[src/bopp_pkg.sv]
package bopp_pkg;

   // Sizes of the parse stack and of the variable space.
   localparam int STACK_DEPTH = 32;
   localparam int VAR_COUNT   = 1024;
   localparam int MAX_CMDS    = 32;

   localparam int SP_W    = $clog2(STACK_DEPTH + 1);
   localparam int ADDR_W  = $clog2(STACK_DEPTH);
   localparam int CNT_W   = $clog2(MAX_CMDS + 1);
   localparam int STEP_W  = 3;

   // Fixed field widths of the channels.
   localparam int CMD_W    = 4;
   localparam int VAR_W    = 10;
   localparam int OP_W     = 3;
   localparam int STATUS_W = 2;
   localparam int KIND_W   = 4;
   localparam int CLASS_W  = 3;

   typedef logic [KIND_W-1:0]  kind_type;
   typedef logic [CLASS_W-1:0] class_type;

   // Token kinds, plus the stack-only markers.
   localparam kind_type KIND_XOR    = 4'd0;
   localparam kind_type KIND_OR     = 4'd1;
   localparam kind_type KIND_AND    = 4'd2;
   localparam kind_type KIND_NOT    = 4'd3;
   localparam kind_type KIND_LPAREN = 4'd4;
   localparam kind_type KIND_RPAREN = 4'd5;
   localparam kind_type KIND_VAR    = 4'd6;
   localparam kind_type KIND_FALSE  = 4'd7;
   localparam kind_type KIND_TRUE   = 4'd8;
   localparam kind_type KIND_END    = 4'd9;
   localparam kind_type KIND_BOTTOM = 4'd9;
   localparam kind_type KIND_LT     = 4'd10;
   localparam kind_type KIND_EXPR   = 4'd11;

   // Precedence table classes.
   localparam class_type CL_XOR    = 3'd0;
   localparam class_type CL_OR     = 3'd1;
   localparam class_type CL_AND    = 3'd2;
   localparam class_type CL_NOT    = 3'd3;
   localparam class_type CL_LPAREN = 3'd4;
   localparam class_type CL_RPAREN = 3'd5;
   localparam class_type CL_OPND   = 3'd6;
   localparam class_type CL_END    = 3'd7;

   // Postfix command codes.
   localparam logic [OP_W-1:0] OP_NONE  = 3'd0;
   localparam logic [OP_W-1:0] OP_FALSE = 3'd1;
   localparam logic [OP_W-1:0] OP_TRUE  = 3'd2;
   localparam logic [OP_W-1:0] OP_VAR   = 3'd3;
   localparam logic [OP_W-1:0] OP_NOT   = 3'd4;
   localparam logic [OP_W-1:0] OP_AND   = 3'd5;
   localparam logic [OP_W-1:0] OP_OR    = 3'd6;
   localparam logic [OP_W-1:0] OP_XOR   = 3'd7;

   // Status codes.
   localparam logic [STATUS_W-1:0] ST_BUSY  = 2'd0;
   localparam logic [STATUS_W-1:0] ST_DONE  = 2'd1;
   localparam logic [STATUS_W-1:0] ST_ERROR = 2'd2;

   typedef struct packed {
      kind_type          kind;
      logic [VAR_W-1:0]  vnum;
   } entry_type;

   localparam entry_type BOTTOM_ENTRY = '{kind: KIND_BOTTOM, vnum: '0};
   localparam entry_type LT_ENTRY     = '{kind: KIND_LT,     vnum: '0};
   localparam entry_type EXPR_ENTRY   = '{kind: KIND_EXPR,   vnum: '0};

   typedef struct packed {
      logic      ok;
      class_type cls;
   } class_res_type;

   typedef enum logic [2:0] {
      REL_LT, REL_EQ, REL_GT, REL_INV, REL_EOF
   } rel_type;

   typedef enum logic [1:0] {
      RED_OPND, RED_RPAR, RED_NOT, RED_BIN
   } red_type;

   typedef enum logic [2:0] {
      STEP_POP_ANY, STEP_POP_EXPR, STEP_POP_LPAR, STEP_POP_LT, STEP_EMIT, STEP_DONE
   } step_type;

   function automatic class_res_type class_of(kind_type k);
      class_res_type r;
      r.ok  = 1'b1;
      r.cls = CL_END;
      if (k <= KIND_RPAREN) begin
         r.cls = k[CLASS_W-1:0];
      end else if (k <= KIND_TRUE) begin
         r.cls = CL_OPND;
      end else if (k != KIND_BOTTOM) begin
         r.ok = 1'b0;
      end
      return r;
   endfunction

   function automatic rel_type prec_rel(class_type row, class_type col);
      rel_type r;
      unique case (row)
         CL_XOR, CL_OR, CL_AND, CL_NOT: begin
            r = (col == CL_NOT || col == CL_LPAREN || col == CL_OPND) ? REL_LT : REL_GT;
         end
         CL_LPAREN: begin
            if (col == CL_RPAREN)   r = REL_EQ;
            else if (col == CL_END) r = REL_INV;
            else                    r = REL_LT;
         end
         CL_RPAREN, CL_OPND: begin
            r = (col == CL_LPAREN || col == CL_OPND) ? REL_INV : REL_GT;
         end
         default: begin
            if (col == CL_RPAREN)   r = REL_INV;
            else if (col == CL_END) r = REL_EOF;
            else                    r = REL_LT;
         end
      endcase
      return r;
   endfunction

   function automatic logic [OP_W-1:0] op_of_kind(kind_type k);
      logic [OP_W-1:0] op;
      unique case (k)
         KIND_XOR:   op = OP_XOR;
         KIND_OR:    op = OP_OR;
         KIND_AND:   op = OP_AND;
         KIND_NOT:   op = OP_NOT;
         KIND_VAR:   op = OP_VAR;
         KIND_FALSE: op = OP_FALSE;
         KIND_TRUE:  op = OP_TRUE;
         default:    op = OP_NONE;
      endcase
      return op;
   endfunction

   function automatic red_type red_of(kind_type k);
      red_type r;
      if (k == KIND_VAR || k == KIND_FALSE || k == KIND_TRUE) r = RED_OPND;
      else if (k == KIND_RPAREN)                              r = RED_RPAR;
      else if (k == KIND_NOT)                                 r = RED_NOT;
      else                                                    r = RED_BIN;
      return r;
   endfunction

   // Micro-program of each handle reduction: each step pops one stack entry or emits one command.
   function automatic step_type red_step(red_type r, logic [STEP_W-1:0] idx);
      step_type s;
      s = STEP_DONE;
      unique case (r)
         RED_OPND: begin
            if (idx == 3'd0)      s = STEP_POP_ANY;
            else if (idx == 3'd1) s = STEP_POP_LT;
            else if (idx == 3'd2) s = STEP_EMIT;
         end
         RED_RPAR: begin
            if (idx == 3'd0)      s = STEP_POP_ANY;
            else if (idx == 3'd1) s = STEP_POP_EXPR;
            else if (idx == 3'd2) s = STEP_POP_LPAR;
            else if (idx == 3'd3) s = STEP_POP_LT;
         end
         RED_NOT: begin
            if (idx == 3'd0)      s = STEP_POP_EXPR;
            else if (idx == 3'd1) s = STEP_POP_ANY;
            else if (idx == 3'd2) s = STEP_EMIT;
            else if (idx == 3'd3) s = STEP_POP_LT;
         end
         default: begin
            if (idx == 3'd0)      s = STEP_POP_EXPR;
            else if (idx == 3'd1) s = STEP_POP_ANY;
            else if (idx == 3'd2) s = STEP_EMIT;
            else if (idx == 3'd3) s = STEP_POP_EXPR;
            else if (idx == 3'd4) s = STEP_POP_LT;
         end
      endcase
      return s;
   endfunction

endpackage

[src/bopp_channels.sv]
interface bopp_req_if
   import bopp_pkg::*;
   ();
   logic             valid;
   logic             ready;
   logic [CMD_W-1:0] cmd;
   logic [VAR_W-1:0] var_index;

   modport source (output valid, output cmd, output var_index, input ready);
   modport sink   (input valid, input cmd, input var_index, output ready);
endinterface

interface bopp_rsp_if
   import bopp_pkg::*;
   ();
   logic                valid;
   logic                ready;
   logic [OP_W-1:0]     out_op;
   logic [VAR_W-1:0]    out_var;
   logic [STATUS_W-1:0] status;
   logic                last;

   modport source (output valid, output out_op, output out_var, output status,
                   output last, input ready);
   modport sink   (input valid, input out_op, input out_var, input status,
                   input last, output ready);
endinterface

[src/boolean_operator_precedence_parser_unit.sv]
// Operator-precedence parser for Boolean formulas, one token per request transaction.
// The req_bus channel carries one token (cmd, var_index) per transaction. For each
// token the rsp_bus channel returns zero or more postfix command transactions
// (out_op, out_var, last low) followed by exactly one status transaction with last
// high: still parsing, formula complete and valid, or error. Once an error is seen,
// every later token returns only an error status until an end token, after whose
// status the parser restarts with an empty stack.
// The token is taken only while the parser is idle; the parser then walks a
// stack memory with one write port and one registered read port. Each handle
// reduction adds its pops (each a read and a check), its commands, the closing
// of the handle, the push of the expression marker and a re-read of the top.
// The next token is accepted in the cycle after the status is loaded, even while
// that status still waits in the output register.
// When the receiver stalls, the output register holds its transaction and the
// sequencer waits at the next command or status it has to send.
// Synchronous reset leaves the stack holding only its bottom marker, clears the
// error flag and empties the output register.
module boolean_operator_precedence_parser_unit
   import bopp_pkg::*;
   (
   input  logic      clock,
   input  logic      reset,
   bopp_req_if.sink   req_bus,
   bopp_rsp_if.source rsp_bus
   );

   typedef enum logic [3:0] {
      S_IDLE, S_TOP, S_TOP_CHK, S_TT_CHK, S_RED, S_POP_CHK,
      S_PUSH_LT, S_PUSH_TOP, S_PUSH_TOK, S_PUSH_EXPR, S_STATUS
   } state_type;

   state_type state_ff, state_in;
   logic [SP_W-1:0]     sp_ff, sp_in;
   logic                error_ff, error_in;
   logic [CNT_W-1:0]    cmd_count_ff, cmd_count_in;
   entry_type           tok_ff, tok_in;
   logic                end_ff, end_in;
   class_type           col_ff, col_in;
   entry_type           top_ff, top_in;
   logic                nonterm_ff, nonterm_in;
   red_type             red_ff, red_in;
   logic [STEP_W-1:0]   step_ff, step_in;
   entry_type           t_ff, t_in;
   logic [STATUS_W-1:0] st_ff, st_in;

   logic                rsp_valid_ff, rsp_valid_in;
   logic [OP_W-1:0]     rsp_op_ff, rsp_op_in;
   logic [VAR_W-1:0]    rsp_var_ff, rsp_var_in;
   logic [STATUS_W-1:0] rsp_status_ff, rsp_status_in;
   logic                rsp_last_ff, rsp_last_in;

   // Parse stack memory. Entry zero always reads as the bottom marker: it is
   // only ever overwritten after an error, when its contents no longer matter.
   entry_type           stack_mem [STACK_DEPTH];
   entry_type           rd_data_ff;
   logic                rd_zero_ff;
   logic [ADDR_W-1:0]   rd_addr;
   logic                wr_en;
   logic [ADDR_W-1:0]   wr_addr;
   entry_type           wr_data;

   entry_type           rdv;
   entry_type           top_sel;
   class_res_type       tt_cls;
   class_res_type       req_cls;
   rel_type             rel;
   step_type            step_code;
   logic [SP_W-1:0]     sp_dec;
   logic [SP_W-1:0]     sp_dec2;
   logic                out_free;
   logic                push_ok;
   logic                pop_ok;

   assign rdv       = rd_zero_ff ? BOTTOM_ENTRY : rd_data_ff;
   assign top_sel   = (state_ff == S_TOP_CHK) ? rdv : top_ff;
   assign tt_cls    = class_of(rdv.kind);
   assign req_cls   = class_of(req_bus.cmd);
   assign rel       = prec_rel(tt_cls.cls, col_ff);
   assign step_code = red_step(red_ff, step_ff);
   assign sp_dec    = sp_ff - SP_W'(1);
   assign sp_dec2   = sp_ff - SP_W'(2);
   assign out_free  = !rsp_valid_ff || rsp_bus.ready;
   assign push_ok   = sp_ff < SP_W'(STACK_DEPTH);

   always_comb begin
      unique case (step_code)
         STEP_POP_EXPR: pop_ok = (rdv.kind == KIND_EXPR);
         STEP_POP_LPAR: pop_ok = (rdv.kind == KIND_LPAREN);
         STEP_POP_LT:   pop_ok = (rdv.kind == KIND_LT);
         default:       pop_ok = 1'b1;
      endcase
   end

   always_ff @(posedge clock) begin
      if (wr_en) begin
         stack_mem[wr_addr] <= wr_data;
      end
      rd_data_ff <= stack_mem[rd_addr];
      rd_zero_ff <= (rd_addr == '0);
   end

   assign req_bus.ready  = (state_ff == S_IDLE);
   assign rsp_bus.valid  = rsp_valid_ff;
   assign rsp_bus.out_op = rsp_op_ff;
   assign rsp_bus.out_var = rsp_var_ff;
   assign rsp_bus.status = rsp_status_ff;
   assign rsp_bus.last   = rsp_last_ff;

   always_comb begin
      logic do_eval;
      logic fail;

      do_eval       = 1'b0;
      fail          = 1'b0;
      state_in      = state_ff;
      sp_in         = sp_ff;
      error_in      = error_ff;
      cmd_count_in  = cmd_count_ff;
      tok_in        = tok_ff;
      end_in        = end_ff;
      col_in        = col_ff;
      top_in        = top_ff;
      nonterm_in    = nonterm_ff;
      red_in        = red_ff;
      step_in       = step_ff;
      t_in          = t_ff;
      st_in         = st_ff;
      rsp_valid_in  = rsp_valid_ff;
      rsp_op_in     = rsp_op_ff;
      rsp_var_in    = rsp_var_ff;
      rsp_status_in = rsp_status_ff;
      rsp_last_in   = rsp_last_ff;
      rd_addr       = sp_dec[ADDR_W-1:0];
      wr_en         = 1'b0;
      wr_addr       = sp_ff[ADDR_W-1:0];
      wr_data       = tok_ff;

      if (rsp_valid_ff && rsp_bus.ready) begin
         rsp_valid_in = 1'b0;
      end

      unique case (state_ff)
         S_IDLE: begin
            if (req_bus.valid) begin
               tok_in.kind  = req_bus.cmd;
               tok_in.vnum  = (req_bus.cmd == KIND_VAR) ? req_bus.var_index : '0;
               end_in       = (req_bus.cmd == KIND_END);
               col_in       = req_cls.cls;
               cmd_count_in = '0;
               // A sticky error, an unknown token or an out-of-range variable
               // goes straight to the error status.
               if (error_ff || req_bus.cmd > KIND_END ||
                   (req_bus.cmd == KIND_VAR && 32'(req_bus.var_index) >= VAR_COUNT)) begin
                  st_in    = ST_ERROR;
                  state_in = S_STATUS;
               end else begin
                  state_in = S_TOP;
               end
            end
         end
         S_TOP: begin
            if (sp_ff == '0) begin
               fail = 1'b1;
            end else begin
               state_in = S_TOP_CHK;
            end
         end
         S_TOP_CHK: begin
            top_in = rdv;
            if (rdv.kind > KIND_BOTTOM) begin
               // The top is a marker: the terminal to compare lies one below.
               nonterm_in = 1'b1;
               if (sp_ff < SP_W'(2)) begin
                  fail = 1'b1;
               end else begin
                  rd_addr  = sp_dec2[ADDR_W-1:0];
                  state_in = S_TT_CHK;
               end
            end else begin
               nonterm_in = 1'b0;
               do_eval    = 1'b1;
            end
         end
         S_TT_CHK: begin
            do_eval = 1'b1;
         end
         S_RED: begin
            unique case (step_code)
               STEP_EMIT: begin
                  if (out_free) begin
                     rsp_valid_in  = 1'b1;
                     rsp_op_in     = op_of_kind(t_ff.kind);
                     rsp_var_in    = (t_ff.kind == KIND_VAR) ? t_ff.vnum : '0;
                     rsp_status_in = ST_BUSY;
                     rsp_last_in   = 1'b0;
                     cmd_count_in  = cmd_count_ff + CNT_W'(1);
                     step_in       = step_ff + STEP_W'(1);
                  end
               end
               STEP_DONE: begin
                  state_in = S_PUSH_EXPR;
               end
               default: begin
                  if (sp_ff == '0) begin
                     fail = 1'b1;
                  end else begin
                     sp_in    = sp_dec;
                     state_in = S_POP_CHK;
                  end
               end
            endcase
         end
         S_POP_CHK: begin
            if (step_code == STEP_POP_ANY) begin
               t_in = rdv;
            end
            if (pop_ok) begin
               step_in  = step_ff + STEP_W'(1);
               state_in = S_RED;
            end else begin
               fail = 1'b1;
            end
         end
         S_PUSH_LT, S_PUSH_TOP, S_PUSH_TOK, S_PUSH_EXPR: begin
            if (!push_ok) begin
               fail = 1'b1;
            end else begin
               wr_en = 1'b1;
               sp_in = sp_ff + SP_W'(1);
               unique case (state_ff)
                  S_PUSH_LT: begin
                     wr_data  = LT_ENTRY;
                     state_in = nonterm_ff ? S_PUSH_TOP : S_PUSH_TOK;
                  end
                  S_PUSH_TOP: begin
                     wr_data  = top_ff;
                     state_in = S_PUSH_TOK;
                  end
                  S_PUSH_TOK: begin
                     wr_data  = tok_ff;
                     st_in    = ST_BUSY;
                     state_in = S_STATUS;
                  end
                  default: begin
                     wr_data  = EXPR_ENTRY;
                     state_in = S_TOP;
                  end
               endcase
            end
         end
         default: begin
            // Status transaction closes the token; an end token restarts the parse.
            if (out_free) begin
               rsp_valid_in  = 1'b1;
               rsp_op_in     = OP_NONE;
               rsp_var_in    = '0;
               rsp_status_in = st_ff;
               rsp_last_in   = 1'b1;
               if (end_ff) begin
                  sp_in    = SP_W'(1);
                  error_in = 1'b0;
               end else if (st_ff == ST_ERROR) begin
                  error_in = 1'b1;
               end
               state_in = S_IDLE;
            end
         end
      endcase

      if (do_eval) begin
         if (!tt_cls.ok) begin
            fail = 1'b1;
         end else begin
            unique case (rel)
               REL_LT: begin
                  // A marker on top is lifted so that the shift marker goes below it.
                  if (top_sel.kind > KIND_BOTTOM) begin
                     sp_in = sp_dec;
                  end
                  state_in = S_PUSH_LT;
               end
               REL_EQ: begin
                  state_in = S_PUSH_TOK;
               end
               REL_EOF: begin
                  st_in    = (top_sel.kind == KIND_EXPR) ? ST_DONE : ST_ERROR;
                  state_in = S_STATUS;
               end
               REL_GT: begin
                  if (cmd_count_ff >= CNT_W'(MAX_CMDS)) begin
                     fail = 1'b1;
                  end else begin
                     red_in   = red_of(rdv.kind);
                     step_in  = '0;
                     state_in = S_RED;
                  end
               end
               default: begin
                  fail = 1'b1;
               end
            endcase
         end
      end

      if (fail) begin
         st_in    = ST_ERROR;
         state_in = S_STATUS;
      end
   end

   always_ff @(posedge clock) begin
      if (reset) begin
         state_ff     <= S_IDLE;
         sp_ff        <= SP_W'(1);
         error_ff     <= 1'b0;
         rsp_valid_ff <= 1'b0;
      end else begin
         state_ff     <= state_in;
         sp_ff        <= sp_in;
         error_ff     <= error_in;
         rsp_valid_ff <= rsp_valid_in;
      end
      cmd_count_ff  <= cmd_count_in;
      tok_ff        <= tok_in;
      end_ff        <= end_in;
      col_ff        <= col_in;
      top_ff        <= top_in;
      nonterm_ff    <= nonterm_in;
      red_ff        <= red_in;
      step_ff       <= step_in;
      t_ff          <= t_in;
      st_ff         <= st_in;
      rsp_op_ff     <= rsp_op_in;
      rsp_var_ff    <= rsp_var_in;
      rsp_status_ff <= rsp_status_in;
      rsp_last_ff   <= rsp_last_in;
   end

   // A stack write never lands beyond the last entry.
   assert property (@(posedge clock) disable iff (reset)
      wr_en |-> sp_ff < SP_W'(STACK_DEPTH))
      else $error("stack write past the last entry");

   // A token arriving under a sticky error goes straight to its status.
   assert property (@(posedge clock) disable iff (reset)
      (req_bus.valid && req_bus.ready && error_ff) |=> state_ff == S_STATUS)
      else $error("token processed while the error flag is set");

   // A command is emitted only while the per-token command budget lasts.
   assert property (@(posedge clock) disable iff (reset)
      (state_ff == S_RED && cmd_count_in != cmd_count_ff) |->
         cmd_count_ff < CNT_W'(MAX_CMDS))
      else $error("more commands than allowed for one token");

   // The status of an end token leaves a fresh parser behind.
   assert property (@(posedge clock) disable iff (reset)
      (state_ff == S_STATUS && out_free && end_ff) |=>
         (sp_ff == SP_W'(1) && !error_ff && state_ff == S_IDLE))
      else $error("parser did not restart after an end token");

endmodule
[src/flat_wrapper.sv]
// flat-port wrapper written by rule: the top's interface ports become plain ports
module boolean_operator_precedence_parser_unit_flat import bopp_pkg::*;
  (clock, reset, req_bus_valid, req_bus_cmd, req_bus_var_index, req_bus_ready, rsp_bus_valid, rsp_bus_out_op, rsp_bus_out_var, rsp_bus_status, rsp_bus_last, rsp_bus_ready);
  bopp_req_if req_bus_i ();
  bopp_rsp_if rsp_bus_i ();
  input  logic clock;
  input  logic reset;
  input wire logic [$bits(req_bus_i.valid)-1:0] req_bus_valid;
  input wire logic [$bits(req_bus_i.cmd)-1:0] req_bus_cmd;
  input wire logic [$bits(req_bus_i.var_index)-1:0] req_bus_var_index;
  output wire logic [$bits(req_bus_i.ready)-1:0] req_bus_ready;
  output wire logic [$bits(rsp_bus_i.valid)-1:0] rsp_bus_valid;
  output wire logic [$bits(rsp_bus_i.out_op)-1:0] rsp_bus_out_op;
  output wire logic [$bits(rsp_bus_i.out_var)-1:0] rsp_bus_out_var;
  output wire logic [$bits(rsp_bus_i.status)-1:0] rsp_bus_status;
  output wire logic [$bits(rsp_bus_i.last)-1:0] rsp_bus_last;
  input wire logic [$bits(rsp_bus_i.ready)-1:0] rsp_bus_ready;
  assign req_bus_i.valid = req_bus_valid;
  assign req_bus_i.cmd = req_bus_cmd;
  assign req_bus_i.var_index = req_bus_var_index;
  assign req_bus_ready = req_bus_i.ready;
  assign rsp_bus_valid = rsp_bus_i.valid;
  assign rsp_bus_out_op = rsp_bus_i.out_op;
  assign rsp_bus_out_var = rsp_bus_i.out_var;
  assign rsp_bus_status = rsp_bus_i.status;
  assign rsp_bus_last = rsp_bus_i.last;
  assign rsp_bus_i.ready = rsp_bus_ready;
  boolean_operator_precedence_parser_unit u_core (.clock(clock), .reset(reset), .req_bus(req_bus_i), .rsp_bus(rsp_bus_i));
endmodule
[config.mk]
export PLATFORM = sky130hd
export DESIGN_NAME = boolean_operator_precedence_parser_unit_flat
export DESIGN_NICKNAME = d
export VERILOG_FILES = /design/src/bopp_pkg.sv /design/src/bopp_channels.sv /design/src/boolean_operator_precedence_parser_unit.sv /design/src/flat_wrapper.sv
export SDC_FILE = /design/constraint.sdc
export NUM_CORES = 1
export LEC_CHECK = 0
export BUFFER_PORTS_ARGS = -buffer_cell sky130_fd_sc_hd__buf_2
export CAP_MARGIN = 25
export CELL_PAD_IN_SITES_DETAIL_PLACEMENT = 1
export CELL_PAD_IN_SITES_GLOBAL_PLACEMENT = 1
export CORE_MARGIN = 2
export CORE_UTILIZATION = 45
export DETAILED_ROUTE_END_ITERATION = 12
export GPL_TIMING_DRIVEN = 0
export PLACE_DENSITY = 0.67
export SETUP_SLACK_MARGIN = 0.02
export SYNTH_ARGS = -nofsm -noshare
export SYNTH_HDL_FRONTEND = slang
export SYNTH_SLANG_ARGS = --single-unit
[constraint.sdc]
create_clock -name clock -period 7.1 [get_ports clock]
set_clock_uncertainty 0.1 [all_clocks]
set_input_delay 0.71 -clock clock [delete_from_list [all_inputs] [get_ports clock]]
set_output_delay 0.71 -clock clock [all_outputs]
set_load 0.03 [all_outputs]
==> flow_metrics.py <==
metrics = {
    "run_status": {
        "status": "finished clean",
    },
    "synthesis": {
        "mappedNetlistArea_um2": 22980,
        "synth_cell_types": 77,
        "synth_edf_count": 515,
        "netlist_instances": 1586,
        "ys_top_cells_by_area": "edfxtp_1 67%, nand2_1 3.9%, dfxtp_1 3.1%",
        "syn-num-nets": 1619,
        "synth_common_cells": "515 x edfxtp_1, 240 x nand2_1, 77 x nor2_1",
        "synth_top_area_share_pct": 67.30,
        "ys_ff_latch": 551,
        "ys_warn_count": 0,
        "synth_top_area_cell": "edfxtp_1",
        "synth_ff_type": "edfxtp_1",
        "seq_area_frac_synth_pct": 70.43,
        "avgSynthCellArea_um2": 14.49,
        "synthArstFlopShare_pct": 0,
        "yosysMostFrequentCell": "edfxtp_1",
    },
    "power_and_ir_drop": {
        "p_leak_nw": 8.762,
        "power_density_nw_per_um2": 438.3,
        "ir_drop_mv": 0.2567,
    },
    "final_layout": {
        "syn2layout_area_growth_pct": 15.09,
        "utilization_pct": 52.61,
        "drive_above_1_share_pct": 16.55,
        "final_nets": 1750,
        "stdcell_count": 2437,
        "final_area_um2": 26450,
    },
    "sta": {
        "rsz0062_at_grt": "no",
        "slew_viol_final": 0,
        "whs_ps": 241.0,
        "hold_viol": 0,
        "tightest_slew_ps": 1009,
        "setup-tns-final_ps": 0,
        "setup_viol": 0,
        "relSlewSlack_pct": 32.32,
        "max_clock_freq_mhz": 208.3,
        "finalCriticalPeriod_ps": 4801,
        "period_share_pct": 67.62,
    },
    "grt": {
        "gr-total-overflow": 0,
        "grt_pass1_wl_mm": 95.83,
        "first_global_vias": 14840,
        "use_met3_pct": 3.311,
        "grt_max_degree": 33,
        "grt_busiest_layer": "met2",
        "gr-usage-met2_pct": 40.72,
        "grt_usage_pct": 24.54,
        "grt_use_met1_pct": 32.55,
        "antenna_found_initial": 0,
    },
    "clocking": {
        "insertion_delay_ps": 620,
        "cts_resized": 0,
        "cts-buffers-inserted": 56,
        "post_cts_buffers": 0,
        "ctsHoldBuffers": 0,
        "root_buffer": "clkbuf_16",
        "h-tree-depth": 2,
        "clockBufferDepth": 3,
        "cts_tree": "done",
        "cts_sinks": 551,
        "clkTransAtPathRegs_ps": 70,
    },
    "setup_path": {
        "crit_path_end_kind": "flop",
        "worstPathRequired_ps": 7420,
        "worst-path-max-fanout": 10,
        "crit_slowest_cell": "nor4_1",
        "crit_start": "u_core.sp_ff[0]",
        "critPathBufInv": 6,
        "crit_path_cell_trace": "clkbuf_1, clkinv_1, ha_1, o41ai_2, and2_1, buf_4, buf_2, buf_2, buf_2, nand2_1, a32oi_1, a31oi_1, nor4_1",
        "crit_type": "flop to flop",
        "cpMostUsedCell": "buf_2",
        "crit_arrival_ps": 5120,
        "start_kind": "flop",
        "max_stage_delay_ps": 790,
        "crit_family": "buffers and inverters",
        "reg2reg_from": "u_core.sp_ff[0]",
    },
    "die": {
        "core_um2": 50270,
        "dieArea_um2": 52890,
        "ios": 36,
        "die_h_um": 230.0,
        "start_util_pct": 45.71,
        "chipWidth_um": 230.0,
        "rows": 82,
    },
    "place": {
        "dp_hpwl_mm": 44.78,
        "port_buffers": 34,
        "dp_cells": 2331,
        "gp_congestion": 0.8767,
        "place_area_um2": 24550,
    },
    "worst_hold_path": {
        "hold_path.class": "input port to flop",
        "holdCritStartpoint": "req_bus_cmd[0]",
    },
    "detailed_routing": {
        "detail-route-antenna-nets": 0,
        "num_vias": 14200,
        "wl_mm": 64.07,
        "drt_iter0_drc": 1133,
        "drc": 0,
        "wl_per_cell_um": 26.29,
        "vias_per_cell": 5.828,
        "firstDrtPassIters": 6,
    },
    "flow_run": {
        "max-cap-violations": 0,
    },
}
==> layout make-up <==
cell class | count | area, um2
Fill cell | 4884 | 23830
Sequential cell | 551 | 16190
Multi-Input combinational cell | 927 | 6354
Clock buffer | 71 | 1519
Tap cell | 672 | 840.8
Timing Repair Buffer | 73 | 673.1
Buffer | 86 | 411.6
Clock inverter | 34 | 379.1
Inverter | 22 | 82.58
Antenna cell | 1 | 2.502
==> worst register-to-register path: stages, from the launching register on <==
cell,delay [ps]
dfxtp_1,360
clkbuf_1,300
clkinv_1,410
ha_1,460
o41ai_2,80
and2_1,250
buf_4,220
buf_2,340
buf_2,370
buf_2,340
nand2_1,100
a32oi_1,290
a31oi_1,210
nor4_1,790
==> through the flow <==
stage | worst slack [ps] | power (mW)
final | 2299 | 11.59
after global routing | 2104 | 12.08
after CTS | 2396 | 11.64
after detailed placement | 2469 | 8.599
after global placement | 581.1 | 8.423
after floorplan | 3484 | 6.877
==> path summary, 6_finish.rpt <==
path / end / slack (ps) / cells after the start
max: u_core.rd_data_ff[1] / 2300 / 13
min: u_core.tok_ff[10] / 240 / 1
max reg2reg: u_core.rd_data_ff[1] / 2300 / 13
min reg2reg: u_core.top_ff[11] / 410 / 2
==> routing by layer <==
metal	routed length, um	vias up
met5	0	-
met4	2601	0
met3	2910	96
met2	31130	420
met1	27430	7326
li1	-	6360
==> report_power, final <==
part	leakage (nW)	switching, mW	internal [mW]
registers	4.97	0.122	4.04
clock network	0.932	1.26	1.78
logic	2.86	3.03	1.37
==> registers in the layout, indices dropped and copies added, names as in the netlist, 2 cells and up <==
name and cells:
u_core.rsp_bus.out_var 10, u_core.top_ff 14, u_core.tok_ff 14, u_core.cmd_count_ff 6
u_core.stack_mem 448, u_core.red_ff 2, u_core.t_ff 14, u_core.state_ff 4
u_core.rsp_bus.status 2, u_core.rd_data_ff 14, u_core.rsp_bus.out_op 3, u_core.col_ff 3
u_core.sp_ff 6, u_core.step_ff 3, u_core.st_ff 2
==> kinds of logic after synthesis <==
group / share of synthesized area (%)
xor+xnor: 0.3811
fa+ha+maj: 0.8167
buf+inv: 2.151
compound gates: 7.971
simple gates: 11.31
flops: 70.43
mux: 6.937
==> cells in the final DEF (no fill, tap or decap), types with 23 or more instances in the layout <==
cell / count
edfxtp_1: 515
nand2_1: 240
nor2_1: 73
nand3_1: 73
clkbuf_1: 64
mux2i_1: 60
clkbuf_16: 57
a21oi_1: 51
buf_2: 48
and2_1: 38
dfxtp_1: 36
a31oi_1: 34
a32oi_1: 29
mux4_2: 28
buf_6: 24
a22o_1: 23
No activity file was read; power rests on OpenSTA's default activity.
